==> src/hw/rtl/chd_pkg.sv <==
// Shared types, widths and codes for the canonical Huffman bit decoder.
// Used by the channel interfaces, the decoder top level and its checker.
// Depends on nothing else.

package chd_pkg;

   localparam int MAX_CODE_BITS = 16;
   localparam int SYMBOL_COUNT  = 256;

   localparam int CODE_W  = MAX_CODE_BITS;
   localparam int FIRST_W = MAX_CODE_BITS + 1;
   localparam int LEN_W   = $clog2(MAX_CODE_BITS + 1);
   localparam int IDX_W   = $clog2(SYMBOL_COUNT);
   localparam int SYM_W   = 8;
   localparam int ADDR_W  = 8;
   localparam int VAL_W   = 9;
   localparam int CNT_W   = 9;
   localparam int CFG_W   = 5;

   typedef enum logic [1:0] {
      REQ_LOAD_COUNT  = 2'd0,
      REQ_LOAD_SYMBOL = 2'd1,
      REQ_BIT         = 2'd2,
      REQ_END         = 2'd3
   } req_code_type;

   typedef enum logic [1:0] {
      STATUS_SYMBOL   = 2'd0,
      STATUS_CLEAN    = 2'd1,
      STATUS_LEFTOVER = 2'd2,
      STATUS_OVERLONG = 2'd3
   } status_code_type;

   localparam logic [CFG_W-1:0] MAX_LEN_RESET = CFG_W'(MAX_CODE_BITS);

endpackage

==> src/hw/rtl/chd_if.sv <==
// Valid/ready channel interfaces of the canonical Huffman bit decoder:
// request, response and configuration write channels.
// Depends on chd_pkg.

interface chd_req_if;
   logic                       valid;
   logic                       ready;
   logic [1:0]                 req_type;
   logic [chd_pkg::ADDR_W-1:0] table_addr;
   logic [chd_pkg::VAL_W-1:0]  table_value;
   logic                       bit_in;

   modport source (output valid, output req_type, output table_addr,
                   output table_value, output bit_in, input ready);
   modport sink   (input valid, input req_type, input table_addr,
                   input table_value, input bit_in, output ready);
endinterface

interface chd_rsp_if;
   logic                      valid;
   logic                      ready;
   logic [chd_pkg::SYM_W-1:0] symbol;
   logic [1:0]                status;

   modport source (output valid, output symbol, output status, input ready);
   modport sink   (input valid, input symbol, input status, output ready);
endinterface

interface chd_csr_if;
   logic                      valid;
   logic                      ready;
   logic [chd_pkg::CFG_W-1:0] data;

   modport source (output valid, output data, input ready);
   modport sink   (input valid, input data, output ready);
endinterface

==> src/hw/rtl/canonical_huffman_bit_decoder_top.sv <==
// Canonical Huffman bit decoder top level: tables, decode state and result register.
// Depends on chd_pkg and the channel interfaces in chd_if.sv.

// The decoder takes one request per clock cycle. Count and symbol loads fill the
// tables and give no response; each coded bit advances the code search by one length,
// and the bit that completes a code, runs past the maximum length, or an end-of-stream
// request gives one response in the cycle after its transfer. A symbol is read from
// the 256-entry symbol memory by a registered read, addressed in the cycle the
// bit is transferred. While a response waits, requests that give no response are still
// taken; a request that gives one waits for the response slot to drain or be taken in
// the same cycle. The symbol memory is not cleared after reset, so only written
// entries may be decoded. The configuration write is taken at any time outside reset.

module canonical_huffman_bit_decoder_top (
   input logic       clock,
   input logic       reset,
   chd_req_if.sink   req_bus,
   chd_rsp_if.source rsp_bus,
   chd_csr_if.sink   csr_bus
);

   logic [chd_pkg::CFG_W-1:0]   max_len_ff;
   logic [chd_pkg::CNT_W-1:0]   count_table_ff [chd_pkg::MAX_CODE_BITS+1];
   logic [chd_pkg::SYM_W-1:0]   symbol_mem_ff  [chd_pkg::SYMBOL_COUNT];
   logic [chd_pkg::CODE_W-1:0]  partial_ff;
   logic [chd_pkg::FIRST_W-1:0] first_ff;
   logic [chd_pkg::IDX_W-1:0]   base_ff;
   logic [chd_pkg::LEN_W-1:0]   taken_ff;

   logic                        rsp_valid_ff;
   logic [1:0]                  rsp_status_ff;
   logic                        rsp_is_sym_ff;
   logic [chd_pkg::SYM_W-1:0]   sym_rd_ff;

   logic [chd_pkg::CODE_W-1:0]  partial_in;
   logic [chd_pkg::FIRST_W-1:0] first_in;
   logic [chd_pkg::IDX_W-1:0]   base_in;
   logic [chd_pkg::LEN_W-1:0]   taken_in;

   logic [chd_pkg::CFG_W-1:0]   limit;
   logic [chd_pkg::LEN_W-1:0]   len;
   logic [chd_pkg::CNT_W-1:0]   cnt;
   logic [chd_pkg::CODE_W-1:0]  code;
   logic [chd_pkg::FIRST_W-1:0] code_ext;
   logic [chd_pkg::FIRST_W-1:0] diff;
   logic [chd_pkg::FIRST_W-1:0] first_sum;
   logic [chd_pkg::IDX_W-1:0]   sym_idx;
   logic                        match;
   logic                        overlong;
   logic                        is_bit;
   logic                        is_end;
   logic                        makes_rsp;
   logic                        req_fire;
   logic                        rsp_fire;
   logic [1:0]                  rsp_status_in;

   // Length register out of range: zero acts as one, above the maximum acts as maximum.
   always_comb begin
      priority if (max_len_ff == '0) begin
         limit = chd_pkg::CFG_W'(1);
      end else if (max_len_ff > chd_pkg::CFG_W'(chd_pkg::MAX_CODE_BITS)) begin
         limit = chd_pkg::CFG_W'(chd_pkg::MAX_CODE_BITS);
      end else begin
         limit = max_len_ff;
      end
   end

   assign len       = taken_ff + chd_pkg::LEN_W'(1);
   assign cnt       = (len <= chd_pkg::LEN_W'(chd_pkg::MAX_CODE_BITS)) ?
                      count_table_ff[len] : '0;
   assign code      = partial_ff | chd_pkg::CODE_W'(req_bus.bit_in);
   assign code_ext  = {1'b0, code};
   assign diff      = code_ext - first_ff;
   assign first_sum = first_ff + chd_pkg::FIRST_W'(cnt);
   assign sym_idx   = base_ff + diff[chd_pkg::IDX_W-1:0];

   // A code below the first code of its length never matches.
   assign match    = (chd_pkg::CFG_W'(len) <= limit) && (code_ext >= first_ff) &&
                     (diff < chd_pkg::FIRST_W'(cnt));
   assign overlong = !match && (chd_pkg::CFG_W'(len) >= limit);

   assign is_bit    = (req_bus.req_type == chd_pkg::REQ_BIT);
   assign is_end    = (req_bus.req_type == chd_pkg::REQ_END);
   assign makes_rsp = is_end || (is_bit && (match || overlong));

   assign req_bus.ready = !reset && (!rsp_valid_ff || rsp_bus.ready || !makes_rsp);
   assign csr_bus.ready = !reset;
   assign req_fire      = req_bus.valid && req_bus.ready;
   assign rsp_fire      = rsp_valid_ff && rsp_bus.ready;

   always_comb begin
      partial_in = partial_ff;
      first_in   = first_ff;
      base_in    = base_ff;
      taken_in   = taken_ff;
      if (is_end || (is_bit && (match || overlong))) begin
         partial_in = '0;
         first_in   = '0;
         base_in    = '0;
         taken_in   = '0;
      end else if (is_bit) begin
         partial_in = {code[chd_pkg::CODE_W-2:0], 1'b0};
         first_in   = {first_sum[chd_pkg::FIRST_W-2:0], 1'b0};
         base_in    = base_ff + cnt[chd_pkg::IDX_W-1:0];
         taken_in   = len;
      end
   end

   always_comb begin
      priority if (is_end) begin
         rsp_status_in = (taken_ff == '0) ? chd_pkg::STATUS_CLEAN : chd_pkg::STATUS_LEFTOVER;
      end else if (match) begin
         rsp_status_in = chd_pkg::STATUS_SYMBOL;
      end else begin
         rsp_status_in = chd_pkg::STATUS_OVERLONG;
      end
   end

   always_ff @(posedge clock) begin
      if (reset) begin
         max_len_ff <= chd_pkg::MAX_LEN_RESET;
      end else if (csr_bus.valid && csr_bus.ready) begin
         max_len_ff <= csr_bus.data;
      end
   end

   always_ff @(posedge clock) begin
      if (reset) begin
         for (int i = 0; i <= chd_pkg::MAX_CODE_BITS; i++) begin
            count_table_ff[i] <= '0;
         end
      end else if (req_fire && (req_bus.req_type == chd_pkg::REQ_LOAD_COUNT) &&
                   (req_bus.table_addr <= chd_pkg::ADDR_W'(chd_pkg::MAX_CODE_BITS))) begin
         count_table_ff[req_bus.table_addr[chd_pkg::LEN_W-1:0]] <= req_bus.table_value;
      end
   end

   always_ff @(posedge clock) begin
      if (req_fire && (req_bus.req_type == chd_pkg::REQ_LOAD_SYMBOL)) begin
         symbol_mem_ff[req_bus.table_addr[chd_pkg::IDX_W-1:0]] <=
            req_bus.table_value[chd_pkg::SYM_W-1:0];
      end
   end

   // The read data holds while a response waits, since only a new response reads.
   always_ff @(posedge clock) begin
      if (req_fire && is_bit && match) begin
         sym_rd_ff <= symbol_mem_ff[sym_idx];
      end
   end

   always_ff @(posedge clock) begin
      if (reset) begin
         partial_ff <= '0;
         first_ff   <= '0;
         base_ff    <= '0;
         taken_ff   <= '0;
      end else if (req_fire) begin
         partial_ff <= partial_in;
         first_ff   <= first_in;
         base_ff    <= base_in;
         taken_ff   <= taken_in;
      end
   end

   always_ff @(posedge clock) begin
      if (reset) begin
         rsp_valid_ff <= 1'b0;
      end else if (req_fire && makes_rsp) begin
         rsp_valid_ff <= 1'b1;
      end else if (rsp_fire) begin
         rsp_valid_ff <= 1'b0;
      end
   end

   always_ff @(posedge clock) begin
      if (req_fire && makes_rsp) begin
         rsp_status_ff <= rsp_status_in;
         rsp_is_sym_ff <= is_bit && match;
      end
   end

   assign rsp_bus.valid  = rsp_valid_ff;
   assign rsp_bus.status = rsp_status_ff;
   assign rsp_bus.symbol = rsp_is_sym_ff ? sym_rd_ff : '0;

endmodule

==> src/flat_wrapper.sv <==
// flat-port wrapper written by rule: the top's interface ports become plain ports
module canonical_huffman_bit_decoder_top_flat 
  (clock, reset, req_bus_valid, req_bus_req_type, req_bus_table_addr, req_bus_table_value, req_bus_bit_in, req_bus_ready, rsp_bus_valid, rsp_bus_symbol, rsp_bus_status, rsp_bus_ready, csr_bus_valid, csr_bus_data, csr_bus_ready);
  chd_req_if req_bus_i ();
  chd_rsp_if rsp_bus_i ();
  chd_csr_if csr_bus_i ();
  input logic clock;
  input logic reset;
  input wire logic [$bits(req_bus_i.valid)-1:0] req_bus_valid;
  input wire logic [$bits(req_bus_i.req_type)-1:0] req_bus_req_type;
  input wire logic [$bits(req_bus_i.table_addr)-1:0] req_bus_table_addr;
  input wire logic [$bits(req_bus_i.table_value)-1:0] req_bus_table_value;
  input wire logic [$bits(req_bus_i.bit_in)-1:0] req_bus_bit_in;
  output wire logic [$bits(req_bus_i.ready)-1:0] req_bus_ready;
  output wire logic [$bits(rsp_bus_i.valid)-1:0] rsp_bus_valid;
  output wire logic [$bits(rsp_bus_i.symbol)-1:0] rsp_bus_symbol;
  output wire logic [$bits(rsp_bus_i.status)-1:0] rsp_bus_status;
  input wire logic [$bits(rsp_bus_i.ready)-1:0] rsp_bus_ready;
  input wire logic [$bits(csr_bus_i.valid)-1:0] csr_bus_valid;
  input wire logic [$bits(csr_bus_i.data)-1:0] csr_bus_data;
  output wire logic [$bits(csr_bus_i.ready)-1:0] csr_bus_ready;
  assign req_bus_i.valid = req_bus_valid;
  assign req_bus_i.req_type = req_bus_req_type;
  assign req_bus_i.table_addr = req_bus_table_addr;
  assign req_bus_i.table_value = req_bus_table_value;
  assign req_bus_i.bit_in = req_bus_bit_in;
  assign req_bus_ready = req_bus_i.ready;
  assign rsp_bus_valid = rsp_bus_i.valid;
  assign rsp_bus_symbol = rsp_bus_i.symbol;
  assign rsp_bus_status = rsp_bus_i.status;
  assign rsp_bus_i.ready = rsp_bus_ready;
  assign csr_bus_i.valid = csr_bus_valid;
  assign csr_bus_i.data = csr_bus_data;
  assign csr_bus_ready = csr_bus_i.ready;
  canonical_huffman_bit_decoder_top u_core (.clock(clock), .reset(reset), .req_bus(req_bus_i), .rsp_bus(rsp_bus_i), .csr_bus(csr_bus_i));
endmodule
==> config.mk <==
export PLATFORM = sky130hd
export DESIGN_NAME = canonical_huffman_bit_decoder_top_flat
export DESIGN_NICKNAME = d
export VERILOG_FILES = /design/src/hw/rtl/chd_pkg.sv /design/src/hw/rtl/chd_if.sv /design/src/hw/rtl/canonical_huffman_bit_decoder_top.sv /design/src/flat_wrapper.sv
export SDC_FILE = /design/constraint.sdc
export NUM_CORES = 2
export LEC_CHECK = 0
export BUFFER_PORTS_ARGS = -buffer_cell sky130_fd_sc_hd__clkbuf_2
export CORE_ASPECT_RATIO = 1.5
export CORE_MARGIN = 5
export CORE_UTILIZATION = 60
export CTS_BUF_LIST = sky130_fd_sc_hd__clkbuf_16
export CTS_CLUSTER_SIZE = 24
export DETAILED_ROUTE_END_ITERATION = 12
export GPL_TIMING_DRIVEN = 0
export PLACE_DENSITY = 0.76
export SLEW_MARGIN = 20
export SYNTH_ARGS = -nofsm -noshare
export SYNTH_HDL_FRONTEND = slang
export SYNTH_SLANG_ARGS = --single-unit
==> constraint.sdc <==
create_clock -name clock -period 13.3 [get_ports clock]
set_clock_uncertainty 0.2 [all_clocks]
set_input_delay 0.665 -clock clock [delete_from_list [all_inputs] [get_ports clock]]
set_output_delay 0.665 -clock clock [all_outputs]
set_load 0.1 [all_outputs]
==> run_results.csv <==
group,metric,value,unit
place,port_buffers,39,
worst_setup_path,worstPathMaxFanout,10,
timing,worst_slack,3.62,ns
die,io_pins,43,
clock_tree,cts_buffers,196,
timing,slew_viol_final,0,
cells_and_area,layoutNonFillerInstCount,6861,
worst_hold_path,hp-start,"csr_bus_valid",
synthesis,synth-seq-cells,2289,
clock_tree,cts_tree,"built",
global_route,grt_overflow_total,0,
timing,tns,0,ns
worst_setup_path,cp-startpoint,"u_core.taken_ff[0]",
die,rows,175,
worst_setup_path,cp-start-kind,"flop",
detailed_routing,drt_iter0_drc,6155,
pwr,power,15900,µW
cells_and_area,drive_gt1_frac,0.248,
timing,relSlewSlack,0.199,
place,place_hpwl,154,mm
global_route,grt_pass1_vias,47500,
status,status,"finished, final reports clean",
timing,fin_crit,9.68,ns
synthesis,netlist_area,91600,µm²
worst_setup_path,r2r-start,"u_core.taken_ff[0]",
detailed_routing,wl_per_cell,34.7,µm
timing,setup_viol,0,
global_route,grt_usage,0.301,
clock_tree,cts_resized,0,
cells_and_area,finalNetCount,4735,
synthesis,ys_seq_area_frac,0.745,
global_route,antenna_found_initial,9,
global_route,grt_pass1_wl,341,mm
synthesis,ys.flop_type,"edfxtp_1",
clock_tree,clockRootBuffer,"clkbuf_16",
cells_and_area,synthToLayoutAreaGrowth,11.4,%
clock_tree,path_clk_slew,0.07,ns
die,die_w,329,µm
synthesis,yosys.area.top_type_share,0.734,
global_route,grt_max_degree,121,
synthesis,yosys.area.top_type,"edfxtp_1",
detailed_routing,drc,0,
worst_hold_path,hold_class,"in2reg",
timing,rsz0062_at_grt,"false",
pwr,ir_drop,0.000105,V
detailed_routing,dr.pass1.iters,6,
timing,worstMarginPinSlew,1.20,ns
clock_tree,htreeDepth,4,
synthesis,synthArstFlopShare,0,
detailed_routing,postRouteAntennaNets,0,
worst_setup_path,crit_path_end_kind,"output port",
detailed_routing,drt-total-wl,238,mm
synthesis,synth_cells,4340,
detailed_routing,vias_per_cell,6.74,
clock_tree,cts_sinks,2289,
clock_tree,clkLatencyLatePin,0.87,ns
synthesis,synth-edff-count,2239,
place,place_ws,4.47,ns
synthesis,ys_warn_count,0,
timing,finalCritPeriodShare,0.728,
pwr,leakagePower,0.0318,µW
synthesis,syn-mean-instance-area,21.1,µm²
timing,finalHoldViolCount,0,
die,die_h,489,µm
place,place_inst,6476,
timing,max_freq,103,MHz
worst_setup_path,crit_arrival,8.81,ns
die,dieArea,161000,µm²
worst_setup_path,crit_type,"reg2out",
flow_run,cap_violations,0,
detailed_routing,num_vias,46200,
die,coreArea,152000,µm²
synthesis,ys_top_cells_by_area,"edfxtp_1, mux4_2, nor2_1",
pwr,powerDensity,156,nW/µm²
clock_tree,cts.path.max_buffers,3,
place,routabilityCongestion,0.893,
worst_setup_path,crit_required,12.44,ns
die,start_util,0.604,
synthesis,ys_types,72,
==> cells in the mapped netlist (all sizes together), types with 3 or more instances <==
master	count
a211oi	11
a21o	10
a21oi	45
a22o	3
a22oi	8
a31oi	18
and2	164
and3	14
buf	104
clkbuf	137
dfxtp	50
edfxtp	2239
fa	4
ha	50
inv	46
mux2	5
mux2i	79
mux4	699
nand2	91
nand2b	12
nand3	38
nand4	13
nor2	315
nor2b	24
nor3	12
nor3b	4
o211ai	4
o21ai	58
o21bai	5
o22ai	3
o31ai	5
or2	3
or3	3
or4	4
xnor2	23
xor2	12
==> per-stage QoR <==
step | hold slack [ns] | cell area [µm²] | util
2_1_floorplan | 0.225 | 91700 | -
3_3_place_gp | 0.237 | 94400 | 0.622
3_5_place_dp | 0.263 | 95300 | 0.628
4_1_cts | 0.00498 | 102000 | 0.673
5_1_grt | 0.0481 | 102000 | 0.673
6_report | 0.0551 | 102000 | 0.673
==> worst max-delay path, cell delays in order, from the launching register on <==
cell	delay [ns]
dfxtp_1	0.41
buf_4	0.24
buf_1	0.44
buf_2	0.42
clkinv_1	0.40
buf_2	0.38
ha_1	0.50
clkbuf_1	0.51
buf_1	0.72
mux2i_1	0.62
a22oi_1	0.31
ha_1	0.40
nand4_1	0.17
nor2_1	0.06
a211oi_1	0.36
o21ai_1	0.11
or4_4	0.55
a2111oi_4	0.22
nand3_2	0.14
buf_6	0.16
nand3_1	0.15
or2_1	0.15
a31oi_1	0.10
clkbuf_2	0.40
==> cell type report <==
cell class / count / area [µm²]
Antenna cell: 9 / 22.5
Buffer: 241 / 1050
Clock buffer: 196 / 4900
Clock inverter: 168 / 1730
Fill cell: 9200 / 49600
Inverter: 47 / 176
Multi-Input combinational cell: 1789 / 22300
Sequential cell: 2289 / 68200
Tap cell: 2035 / 2550
Timing Repair Buffer: 87 / 1110
==> report_power, final <==
group,internal [µW],total [µW],switching (µW)
combinational,788,1960,1170
clock,3310,5950,2640
sequential,7950,7970,14.6
total,12000,15900,3830
==> state kept, by name (all words and copies together) (netlist names) <==
name and flops:
u_core.symbol_mem_ff 2048, u_core.count_table_ff 180, u_core.first_ff 16, u_core.partial_ff 15, u_core.base_ff 8, u_core.sym_rd_ff 8, u_core.max_len_ff 5, u_core.taken_ff 5
u_core.rsp_bus.status 2, u_core.rsp_bus.valid 1, u_core.rsp_is_sym_ff 1
==> repair_timing <==
action                    4_1_cts  5_1_grt
hold buffers                   11        0
hold endpoints to repair       12        0
buffers inserted                0        0
==> layer usage <==
metal,wire (µm),global-route usage,vias to the layer above
li1,-,-,18500
met1,76100,0.354,24100
met2,123000,0.513,2916
met3,20400,0.0622,720
met4,18600,0.186,8
met5,52,0,-
==> final timing paths <==
check | end | slack [ns] | cells after the start
hold reg to reg | u_core.first_ff[10] | 0.27 | 2
setup reg to reg | u_core.sym_rd_ff[1] | 4.71 | 21
setup / recovery | req_bus_ready | 3.62 | 23
hold / removal | u_core.max_len_ff[2] | 0.06 | 3
==> placed cells by master, fill, tap and decap left out, types with 9 or more instances in the layout <==
| cell type | count |
|---|---|
| nor3_1 | 9 |
| nand4_1 | 13 |
| buf_16 | 19 |
| nor2b_1 | 24 |
| clkinv_1 | 36 |
| buf_1 | 28 |
| and3_1 | 14 |
| ha_1 | 50 |
| nand3_1 | 34 |
| and2_1 | 164 |
| a21o_1 | 10 |
| xnor2_1 | 22 |
| dlygate4sd3_1 | 11 |
| clkbuf_16 | 196 |
| edfxtp_1 | 2239 |
| inv_6 | 9 |
| clkbuf_2 | 51 |
| inv_1 | 76 |
| a31oi_1 | 18 |
| o21ai_0 | 13 |
| xor2_1 | 11 |
| clkinv_2 | 43 |
| dfxtp_1 | 50 |
| o21ai_1 | 44 |
| nand2_1 | 91 |
| clkbuf_1 | 118 |
| nand2b_1 | 12 |
| clkinvlp_4 | 9 |
| diode_2 | 9 |
| bufinv_16 | 31 |
| buf_2 | 69 |
| buf_4 | 13 |
| a211oi_1 | 11 |
| conb_1 | 27 |
| a21oi_1 | 43 |
| nor2_1 | 311 |
| mux2i_1 | 79 |
| mux4_2 | 699 |
==> cells by family (layout without fill, tap and decap cells) <==
logic type | after synthesis | after routing | share of synthesized area
xor+xnor | 35 | 35 | 0.00363
compound gates | 185 | 185 | 0.0126
fa+ha+maj | 54 | 54 | 0.00770
other cells | 1 | 36 | 0.0000409
flops | 2289 | 2289 | 0.745
mux | 783 | 783 | 0.181
buf+inv | 288 | 739 | 0.0130
simple gates | 705 | 705 | 0.0370
Note: power is estimated with default switching activity, not from simulation.
